===== config.mk =====
export PLATFORM = sky130hd
export DESIGN_NAME = rotating_key_xor_stream_cipher
export DESIGN_NICKNAME = d
export VERILOG_FILES = /design/src/rtl/rkx_pkg.sv /design/src/rtl/rkx_keystream.sv /design/src/rtl/rotating_key_xor_stream_cipher.sv
export SDC_FILE = /design/constraint.sdc
export NUM_CORES = 1
export LEC_CHECK = 0
export CAP_MARGIN = 20
export CORE_ASPECT_RATIO = 0.5
export CORE_UTILIZATION = 35
export CTS_CLUSTER_DIAMETER = 200
export DETAILED_ROUTE_END_ITERATION = 7
export DONT_BUFFER_PORTS = 1
export PLACE_DENSITY_LB_ADDON = 0.1
export SLEW_MARGIN = 20
export SYNTH_ARGS = -nofsm -noshare
export SYNTH_HDL_FRONTEND = slang
export SYNTH_SLANG_ARGS = --single-unit

===== constraint.sdc =====
create_clock -name aclk -period 20.9 [get_ports aclk]
set_clock_uncertainty 0.1 [all_clocks]
set_input_delay 4.18 -clock aclk [delete_from_list [all_inputs] [get_ports aclk]]
set_output_delay 4.18 -clock aclk [all_outputs]
set_load 0.01 [all_outputs]

===== src/rtl/rkx_pkg.sv =====
`timescale 1ns / 1ps
// ----------------------------------------------------------------------------
// rkx_pkg
// Shared types and constants for the rotating-key XOR stream cipher.
// ----------------------------------------------------------------------------
package rkx_pkg;

    localparam int MAX_KEY_BYTES = 32;
    localparam int KEY_BITS      = 8 * MAX_KEY_BYTES;
    localparam int KEY_POS_W     = $clog2(MAX_KEY_BYTES);
    localparam int KEY_LEN_W     = 6;
    localparam int KEY_WORDS     = 4;
    localparam int KEY_WORD_W    = 64;
    localparam int CFG_INDEX_W   = 3;

    typedef logic [7:0] byte_t;

    typedef enum logic [CFG_INDEX_W-1:0] {
        CFG_KEY_WORD_0 = 3'd0,
        CFG_KEY_WORD_1 = 3'd1,
        CFG_KEY_WORD_2 = 3'd2,
        CFG_KEY_WORD_3 = 3'd3,
        CFG_KEY_LENGTH = 3'd4
    } cfg_index_t;

    // Length 0 acts as 1; anything above the key size saturates.
    function automatic logic [KEY_LEN_W-1:0] eff_len(input logic [KEY_LEN_W-1:0] len);
        logic [KEY_LEN_W-1:0] res;
        res = len;
        if (len == '0) begin
            res = KEY_LEN_W'(1);
        end else if (len > KEY_LEN_W'(MAX_KEY_BYTES)) begin
            res = KEY_LEN_W'(MAX_KEY_BYTES);
        end
        return res;
    endfunction

endpackage


===== src/rtl/rkx_keystream.sv =====
`timescale 1ns / 1ps
// ----------------------------------------------------------------------------
// rkx_keystream
// Working key and key position; gives the key byte for the current item and
// advances on each accepted item, wrapping and rotating the key at chunk end.
// ----------------------------------------------------------------------------
module rkx_keystream
    import rkx_pkg::*;
(
    input  logic                 aclk,
    input  logic                 aresetn,
    input  logic                 step,
    input  logic                 start,
    input  logic [KEY_BITS-1:0]  cfg_key,   // byte 0 in the top bits
    input  logic [KEY_LEN_W-1:0] key_length,
    output byte_t                key_byte
);

    byte_t                key_reg  [MAX_KEY_BYTES];
    byte_t                key_next [MAX_KEY_BYTES];
    byte_t                src      [MAX_KEY_BYTES];
    logic [KEY_POS_W-1:0] pos_reg;
    logic [KEY_POS_W-1:0] pos_next;
    logic [KEY_POS_W-1:0] pos;
    logic [KEY_LEN_W-1:0] len;
    logic [KEY_LEN_W-1:0] pos_inc;
    logic                 wrap;
    logic                 top_bit;

    always_comb begin
        len     = eff_len(key_length);
        pos     = start ? '0 : pos_reg;
        for (int i = 0; i < MAX_KEY_BYTES; i++) begin
            src[i] = start ? cfg_key[KEY_BITS-1-8*i -: 8] : key_reg[i];
        end
        key_byte = src[pos];
        pos_inc  = KEY_LEN_W'(pos) + KEY_LEN_W'(1);
        wrap     = pos_inc >= len;
        pos_next = wrap ? '0 : pos_inc[KEY_POS_W-1:0];
        top_bit  = src[0][7];
        for (int i = 0; i < MAX_KEY_BYTES; i++) begin
            key_next[i] = src[i];
            if (wrap) begin
                if (KEY_LEN_W'(i + 1) == len) begin
                    key_next[i] = {src[i][6:0], top_bit};
                end else if (KEY_LEN_W'(i + 1) < len) begin
                    key_next[i] = {src[i][6:0], src[(i + 1) % MAX_KEY_BYTES][7]};
                end
            end
        end
    end

    always_ff @(posedge aclk) begin
        if (!aresetn) begin
            pos_reg <= '0;
            for (int i = 0; i < MAX_KEY_BYTES; i++) begin
                key_reg[i] <= '0;
            end
        end else if (step) begin
            pos_reg <= pos_next;
            for (int i = 0; i < MAX_KEY_BYTES; i++) begin
                key_reg[i] <= key_next[i];
            end
        end
    end

    a_idle_hold: assert property (@(posedge aclk) disable iff (!aresetn)
        !step |=> $stable(pos_reg) && $stable(key_reg[0]))
        else $error("key state changed without an item");

    a_start_pos: assert property (@(posedge aclk) disable iff (!aresetn)
        step && start |=> pos_reg <= KEY_POS_W'(1))
        else $error("position not restarted by start flag");

    a_wrap_pos: assert property (@(posedge aclk) disable iff (!aresetn)
        step && wrap |=> pos_reg == '0)
        else $error("position did not wrap at chunk end");

endmodule


===== src/rtl/rotating_key_xor_stream_cipher.sv =====
`timescale 1ns / 1ps
// ----------------------------------------------------------------------------
// rotating_key_xor_stream_cipher
// Byte-wide XOR cipher whose key rotates left one bit after every chunk of
// key_length bytes; a start flag reloads the configured key.
//
//  channel  dir  handshake             payload
//  s_axis   in   tvalid/tready         tdata[7:0] data_byte, tuser start_of_stream
//  m_axis   out  tvalid/tready         tdata[7:0] cipher_byte
//  cfg      in   cfg_we                cfg_index, cfg_wdata
//
// One item per cycle while m_axis_tready is high; results are registered.
// Key select, byte mux and rotation are combinational, ahead of the result reg.
// A two-entry output buffer keeps s_axis_tready registered; one extra item is
// taken while a result is stalled.
// Reset (aresetn low, synchronous) clears the key, position and buffer.
// ----------------------------------------------------------------------------
module rotating_key_xor_stream_cipher
    import rkx_pkg::*;
(
    input  logic                   aclk,
    input  logic                   aresetn,
    input  logic                   s_axis_tvalid,
    output logic                   s_axis_tready,
    input  logic [7:0]             s_axis_tdata,   // [7:0] data_byte
    input  logic                   s_axis_tuser,   // [0] start_of_stream
    output logic                   m_axis_tvalid,
    input  logic                   m_axis_tready,
    output logic [7:0]             m_axis_tdata,   // [7:0] cipher_byte
    input  logic                   cfg_we,
    input  logic [CFG_INDEX_W-1:0] cfg_index,
    input  logic [KEY_WORD_W-1:0]  cfg_wdata
);

    logic [KEY_WORD_W-1:0] key_word_reg [KEY_WORDS];
    logic [KEY_LEN_W-1:0]  key_length_reg;
    logic [KEY_BITS-1:0]   cfg_key;
    byte_t                 key_byte;
    byte_t                 cipher;
    logic                  push;
    logic                  pop;
    logic                  main_valid_reg;
    byte_t                 main_data_reg;
    logic                  skid_valid_reg;
    byte_t                 skid_data_reg;

    always_ff @(posedge aclk) begin
        if (!aresetn) begin
            for (int i = 0; i < KEY_WORDS; i++) begin
                key_word_reg[i] <= '0;
            end
            key_length_reg <= KEY_LEN_W'(1);
        end else if (cfg_we) begin
            case (cfg_index_t'(cfg_index))
                CFG_KEY_WORD_0: key_word_reg[0] <= cfg_wdata;
                CFG_KEY_WORD_1: key_word_reg[1] <= cfg_wdata;
                CFG_KEY_WORD_2: key_word_reg[2] <= cfg_wdata;
                CFG_KEY_WORD_3: key_word_reg[3] <= cfg_wdata;
                CFG_KEY_LENGTH: key_length_reg <= cfg_wdata[KEY_LEN_W-1:0];
                default: ;
            endcase
        end
    end

    assign cfg_key = {key_word_reg[0], key_word_reg[1], key_word_reg[2], key_word_reg[3]};

    assign s_axis_tready = !skid_valid_reg;
    assign push          = s_axis_tvalid && s_axis_tready;
    assign pop           = main_valid_reg && m_axis_tready;

    rkx_keystream u_keystream (
        .aclk       (aclk),
        .aresetn    (aresetn),
        .step       (push),
        .start      (s_axis_tuser),
        .cfg_key    (cfg_key),
        .key_length (key_length_reg),
        .key_byte   (key_byte)
    );

    assign cipher = s_axis_tdata ^ key_byte;

    always_ff @(posedge aclk) begin
        if (!aresetn) begin
            main_valid_reg <= 1'b0;
            skid_valid_reg <= 1'b0;
        end else if (pop) begin
            if (skid_valid_reg) begin
                main_data_reg  <= skid_data_reg;
                skid_valid_reg <= push;
                if (push) begin
                    skid_data_reg <= cipher;
                end
            end else begin
                main_valid_reg <= push;
                if (push) begin
                    main_data_reg <= cipher;
                end
            end
        end else if (push) begin
            if (main_valid_reg) begin
                skid_data_reg  <= cipher;
                skid_valid_reg <= 1'b1;
            end else begin
                main_data_reg  <= cipher;
                main_valid_reg <= 1'b1;
            end
        end
    end

    assign m_axis_tvalid = main_valid_reg;
    assign m_axis_tdata  = main_data_reg;

    a_skid_order: assert property (@(posedge aclk) disable iff (!aresetn)
        skid_valid_reg |-> main_valid_reg)
        else $error("skid entry held with empty main entry");

    a_push_lands: assert property (@(posedge aclk) disable iff (!aresetn)
        push && !pop |=> main_valid_reg)
        else $error("accepted item not buffered");

    a_stall_fill: assert property (@(posedge aclk) disable iff (!aresetn)
        push && !pop && main_valid_reg |=> skid_valid_reg)
        else $error("stalled item lost");

endmodule

==> summary.md, run 1 <==
| Metric | Value |
|---|---|
| Gr usage total | `26.0%` |
| Combinational Power Share | `12.5%` |
| R2R setup slack | `15.34 ns` |
| Setup Total Neg Slack | `0 ns` |
| Vias | `20900` |
| IO Pins | `91` |
| Postcts setup bufs | `0` |
| Vias in the first global route | `19700` |
| Initial antenna violation count | `23` |
| P_leak | `0.0108 uW` |
| Pins over their slew limit | `0` |
| Fmax | `129 MHz` |
| Synth area leaders | `edfxtp_1, and2_1, nor3_1` |
| Xor and xnor area share after synthesis | `0.331%` |
| Drc violations | `28` |
| Max incr delay on CP | `0.89 ns` |
| Final worst-path cycle share | `37.1%` |
| # setup viols final | `0` |
| Clock Power Share | `38.3%` |
| Vias/cell | `6.01` |
| Worst-path clk slew | `0.06 ns` |
| DIE WIDTH | `410 um` |
| GRT overflow | `0` |
| # hold bufs at CTS | `0` |
| Largest fanout on the critical path | `283` |
| Crit path buffers/inverters | `1` |
| Worst path slowest cell | `buf_4` |
| Pwr Density | `85.1 nW/um^2` |
| Largest net degree at the start of global routing | `284` |
| Buffers on Ports | `0` |
| Least-Margin Pin Slew | `1.13 ns` |
| Initial DRT Pass Iterations | `7` |
| Placement Rows | `74` |
| VDD IR max | `0.0611 mV` |
| Reg power frac | `49.3%` |
| Area growth syn-to-layout | `9.70%` |
| Final ANT Viol Nets | `0` |
| # nets final | `2391` |
| Worst EP required | `21.24 ns` |
| Switching share of power | `27.4%` |
| CTS buffer count | `55` |
| Setup Crit Path Kind | `input port to flop` |
| Minimum clock period | `7.75 ns` |
| Total Wirelength | `111 mm` |
| Seq cells post-synth | `541` |
| # fillers | `7844` |
| Top-count cell post-synth | `edfxtp_1` |
| Gate Count Post-Synth | `2403` |
| Net switching power figure | `744 uW` |
| Dominant cell type by area after synthesis | `edfxtp_1` |
| Crit path DAT | `8.09 ns` |
| Root Buffer | `clkbuf_16` |
| Syn nets | `2491` |
| Synth Warn # | `0` |
| CTS H-tree lvls | `2` |
| Startpoint class of the critical path | `input port` |
| Initial Util | `35.5%` |
| Clock Sinks | `541` |
| Max_cap viols | `0` |
| CP endpoint kind | `flop` |
| PostCTS Resize Cnt | `0` |
| Most used DFF post-synth | `edfxtp_1` |
| Die height | `206 um` |
| Clk Latency, worst-skew pair | `0.67 ns` |
| WP depth | `12` |
| Hold Path Stages | `1` |
| Cell mode on critical path | `ha_1` |
| First-pass GRT wire length | `155 mm` |
| Min-delay worst type | `flop to flop` |
| CP top delay family | `compound AO/OA/AOI/OAI gates` |
| Core Footprint | `81900 sq um` |
| Final Wtd Congestion | `0.897` |
| Clock buffer depth | `3` |
| Post-synthesis sequential area ratio | `55.4%` |
| Hold Violations, Final | `0` |
| WL/cell | `32.0 um` |
| TritonCTS clock tree | `built` |
| FF-to-FF path depth | `10` |
| Initial drt markers | `2495` |
| Post-synth top cells | `edfxtp_1, nor3_1, and2_1, a21oi_1, mux2i_1` |
| Largest family of logic cells by synthesized area | `multiplexers` |
| Netlist Area Pre-Place | `29100 sq um` |
| HPWL after DPL | `72.8 mm` |
| Crit-path cells | `nor2b_1 -> ha_1 -> nand3_1 -> xor2_1 -> nor2_1 -> ha_1 -> a21o_1 -> a21oi_1 -> o21a_4 -> buf_4 -> nor3_1 -> a2111oi_0` |
| Post-synthesis mux area share | `15.6%` |
| Synth Area in Adders | `0.301%` |
| Outcome | `finished, violations left` |
| Worst slew margin | `24.9%` |
| Internal power | `1970 uW` |
| RSZ-0062 raised after global routing | `no` |
| Share of post-route cells with drive strength above 1 | `13.6%` |
| Compound-gate portion of the synthesized area | `10.2%` |
| Post-synth EDFFs | `528` |
| Die ar. | `84300 sq um` |
| Post-synthesis cell type count | `70` |
| Share of the synthesized area in the top cell type | `54.5%` |
| Failing checks | `design-rule violations` |
| Async S/R FF share, synth | `0%` |
| Avg Inst Size Synth | `12.1 sq um` |
| Final hold slack | `0.448 ns` |
| Synth Area in Simple Gates | `14.9%` |
[layout by cell type, fill, tap and decap left out, types with 7 or more instances in the layout]
cell and n:
a211oi_1 64, edfxtp_1 528, and2_1 259, o311a_1 22
o211a_1 7, diode_2 23, or3_1 12, a311oi_1 14
nand2b_1 9, inv_1 11, nor2b_1 18, mux2_1 83
mux4_2 38, o21bai_1 15, clkinv_2 10, mux2i_1 143
clkbuf_16 55, xor2_1 10, mux2_2 114, nor4_2 8
ha_1 7, clkbuf_1 13, a21oi_1 192, dfxtp_1 11
clkinv_1 11, o21ai_0 15, nand3_1 20, nor3_1 310
nand2_1 60, o21ai_1 28, nor2_1 46, and3_1 18
a21o_1 10, o22ai_1 34, buf_4 43
[metal layers]
metal | track usage [%] | up-vias | share of wire (%)
met3 | 7.21 | 126 | 9.3
li1 | - | 9061 | -
met5 | 0 | - | 0.0099
met4 | 6.94 | 2 | 1.9
met2 | 36.3 | 939 | 42
met1 | 38.8 | 10700 | 47
[worst reg2reg max path, stage by stage (launching register included)]
cell and delay [ns]:
dfxtp_1 0.75, inv_1 0.33, a21oi_1 0.92, ha_1 0.39
nand2b_1 0.14, a21o_1 0.19, a21oi_1 0.35, o21a_4 0.70
buf_4 0.90, nor3_1 0.21, a2111oi_0 0.40
[power by group through the flow]
stage / clock (uW) / combinational, uW / sequential, uW
finish: 1040 / 339 / 1340
global route: 1090 / 361 / 1350
CTS: 1050 / 333 / 1340
detailed placement: 0 / 332 / 1360
global placement: 0 / 332 / 1360
floorplan: 0 / 234 / 1340
[through the flow]
stage / total power, uW / cell area, sq um / std cells / utilization, % / setup slack, ns
finish: 2710 / 31900 / 3473 / 38.9 / 13.15
global route: 2790 / 31900 / 3465 / 38.9 / 12.82
CTS: 2720 / 31800 / 3449 / 38.8 / 13.16
detailed placement: 1690 / 30100 / 3347 / 36.7 / 12.46
global placement: 1690 / 30000 / 3347 / 36.7 / 12.49
floorplan: 1580 / 29100 / 2403 / - / 10.88
[logic make-up after synthesis]
group,after synthesis
and+or+nand+nor,790
muxes,379
DFF,541
AOI/OAI and AO/OA,458
xor gates and xnor gates,11
adders and majority gates,7
buffers and inverters,217
[path summary, 6_finish.rpt]
check / start / end
worst max register to register: key_length_reg[0] / u_keystream.key_reg[0][88]
worst min-delay path: skid_data_reg[2] / m_axis_tdata[2]
worst min register to register: skid_data_reg[2] / m_axis_tdata[2]
worst max-delay path: s_axis_tuser / u_keystream.key_reg[0][88]
[layout make-up]
type	instances	area (sq um)	share of cell area, %
tap	1102	1380	4.32
antenna	23	57.6	0.180
clock buffer	70	1450	4.55
multi-input combinational	1645	12100	38.0
clock inverter	32	329	1.03
sequential	541	16100	50.5
timing repair buffer	45	363	1.14
inverter	15	63.8	0.200
No activity file was read; power rests on OpenSTA's default activity.
==> run 2, diff against run 1 <==
==> constraint.sdc (replaced) <==
create_clock -name aclk -period 7.2 [get_ports aclk]
set_clock_uncertainty 0.1 [all_clocks]
set_input_delay 1.44 -clock aclk [delete_from_list [all_inputs] [get_ports aclk]]
set_output_delay 1.44 -clock aclk [all_outputs]
set_load 0.01 [all_outputs]
==> run 2 against run 1 <==
- the flow still finishes with violations (design-rule violations)
- sequential share of layout area fell by 0.23 points
- register-to-register slack lost 13 ns
- global-route usage is essentially flat
- wire length down 0.36%
- critical path depth down 2
- non-clock buffer count increased by 2
- power rose to 2.9 times the previous value
- sequential power rose to 2.9 times the previous value
- combinational power grew to 2.9 times the previous value
- die area did not move
- hold slack gained 0.010 ns
- sequential cell count is the same
- critical path type is now flop to flop
- largest cell class unchanged
- largest power group unchanged
- highest routed layer is now met4
==> summary.md, run 2 (synthesis results as in run 1) <==
| Metric | Value |
|---|---|
| Buffers on Ports | `0 (unchanged)` |
| Min-delay worst type | `flop to flop` |
| Initial DRT Pass Iterations | `7 (unchanged)` |
| GRT overflow | `0 (unchanged)` |
| Max_cap viols | `0 (unchanged)` |
| Final Wtd Congestion | `0.926 (+3.2%)` |
| # hold bufs at CTS | `0 (unchanged)` |
| Setup Total Neg Slack | `0 ns (unchanged)` |
| Final ANT Viol Nets | `0 (unchanged)` |
| Largest net degree at the start of global routing | `284 (unchanged)` |
| Drc violations | `32 (+14%)` |
| # setup viols final | `0 (unchanged)` |
| Postcts setup bufs | `0 (unchanged)` |
| WL/cell | `31.8 um (-0.76%)` |
| Pins over their slew limit | `0 (unchanged)` |
| Placed inst area | `30100 sq um (+0.29%)` |
| IO Pins | `91 (unchanged)` |
| Initial antenna violation count | `18 (-22%)` |
| Outcome | `finished, violations left` |
| Startpoint class of the critical path | `flop` |
| DIE WIDTH | `410 um (unchanged)` |
| Worst slew margin | `25.7% (+0.80 points)` |
| HPWL after DPL | `74.3 mm (+2.1%)` |
| Vias/cell | `5.93 (-1.3%)` |
| Largest fanout on the critical path | `61 (-78%)` |
| Fmax | `202 MHz` |
| Minimum clock period | `4.95 ns` |
| Most frequent cells in the layout | `edfxtp_1, nor3_1, and2_1` |
| Least-Margin Pin Slew | `1.10 ns (-0.0237 ns)` |
| Root Buffer | `clkbuf_16` |
| Die ar. | `84300 sq um (unchanged)` |
| # nets final | `2392 (+0.042%)` |
| Worst EP required | `7.57 ns (-13.67 ns)` |
| Setup Crit Path Kind | `flop to flop` |
| VDD IR max | `0.166 mV (+170%)` |
| Gr usage total | `26.0% (-0.028 points)` |
| Failing checks | `design-rule violations` |
| Vias | `20700 (-0.93%)` |
| P_leak | `0.0108 uW (+0.26%)` |
| Crit path DAT | `5.32 ns (-2.77 ns)` |
| CTS buffer count | `54 (-1.8%)` |
| CP endpoint kind | `flop` |
| Clock buffer depth | `3 (unchanged)` |
| Share of post-route cells with drive strength above 1 | `13.9% (+0.29 points)` |
| Vias in the first global route | `19700 (-0.27%)` |
| PostCTS Resize Cnt | `0 (unchanged)` |
| Area growth syn-to-layout | `10.2%` |
| Pwr Density | `247 nW/um^2 (+190%)` |
| Total Wirelength | `111 mm (-0.36%)` |
| TritonCTS clock tree | `built` |
| Worst-path clk slew | `0.07 ns (about the same)` |
| Hold Violations, Final | `0 (unchanged)` |
| Clock Sinks | `541 (unchanged)` |
| First-pass GRT wire length | `156 mm (+0.16%)` |
| RSZ-0062 raised after global routing | `no` |
| Clk Latency, worst-skew pair | `0.65 ns (-0.02 ns)` |
| Final instance area | `32000 sq um (+0.45%)` |
| CTS H-tree lvls | `2 (unchanged)` |
| Initial Util | `35.5% (unchanged)` |
| R2R setup slack | `2.25 ns (-13.09 ns)` |
| Final worst-path cycle share | `68.8%` |
| Commonest non-fill, non-tap cell in the layout | `edfxtp_1` |
| Initial drt markers | `2558 (+2.5%)` |
| Core Footprint | `81900 sq um (unchanged)` |
| Placement Rows | `74 (unchanged)` |
| Die height | `206 um (unchanged)` |
==> run 2: cell count changes in the layout (fill, tap and decap cells not counted), sizes merged <==
| cell | delta |
|---|---|
| clkinvlp | +4 |
| buf | +2 |
| clkbuf | -6 |
| diode | +13 |
| inv | -1 |
| bufinv | +2 |
==> run 2: final timing paths <==
check	from	end	cells after the start
worst max-delay path	key_length_reg[1]	u_keystream.key_reg[0][23]	10
worst min-delay path	skid_data_reg[0]	m_axis_tdata[0]	1
worst max register to register	key_length_reg[1]	u_keystream.key_reg[0][23]	10
worst min register to register	skid_data_reg[0]	m_axis_tdata[0]	1
==> run 2: layout make-up <==
class	count	area, sq um
Fill cell	7910	49900
Sequential cell	541	16100
Multi-Input combinational cell	1645	12100
Clock buffer	64	1410
Tap cell	1102	1380
Timing Repair Buffer	47	440
Clock inverter	37	403
Antenna cell	36	90.1
Inverter	15	60.1
==> run 2: worst max-delay path: stages (launching register included) <==
cell and delay (ns):
dfxtp_1 0.59, or4_1 0.60, a21oi_1 0.87, ha_1 0.38, nand2b_1 0.14, a21o_1 0.19, a21oi_1 0.34, o21a_4 0.78
buf_12 0.34, nor3_1 0.10, a211oi_1 0.24
==> run 2: power breakdown <==
group,internal [uW],total (uW),switching (uW),leakage (uW)
registers,3740,3880,138,0.00552
clock network,1690,3030,1350,0.000878
logic,348,998,651,0.00441
total,5780,7910,2130,0.0108
==> run 2: metal layers <==
| layer | part of all wire (%) | track usage, % |
|---|---|---|
| met1 | 47 | 39.2 |
| met2 | 41 | 35.9 |
| met3 | 9.0 | 6.20 |
| met4 | 2.4 | 8.30 |
| met5 | 0 | 0 |
==> run 2: stage by stage <==
| step | instances | util [%] | hold slack, ns | power [uW] | setup slack, ns |
|---|---|---|---|---|---|
| final | 3487 | 39.1 | 0.458 | 7910 | 2.25 |
| after global routing | 3477 | 39.1 | 0.461 | 8150 | 2.12 |
| after CTS | 3451 | 39.0 | 0.460 | 7950 | 2.34 |
| after detailed placement | 3350 | 36.8 | 0.442 | 4920 | 2.21 |
| after global placement | 3350 | 36.8 | 0.428 | 4920 | 2.25 |
| after floorplan | 2403 | - | 0.420 | 4570 | 0.128 |
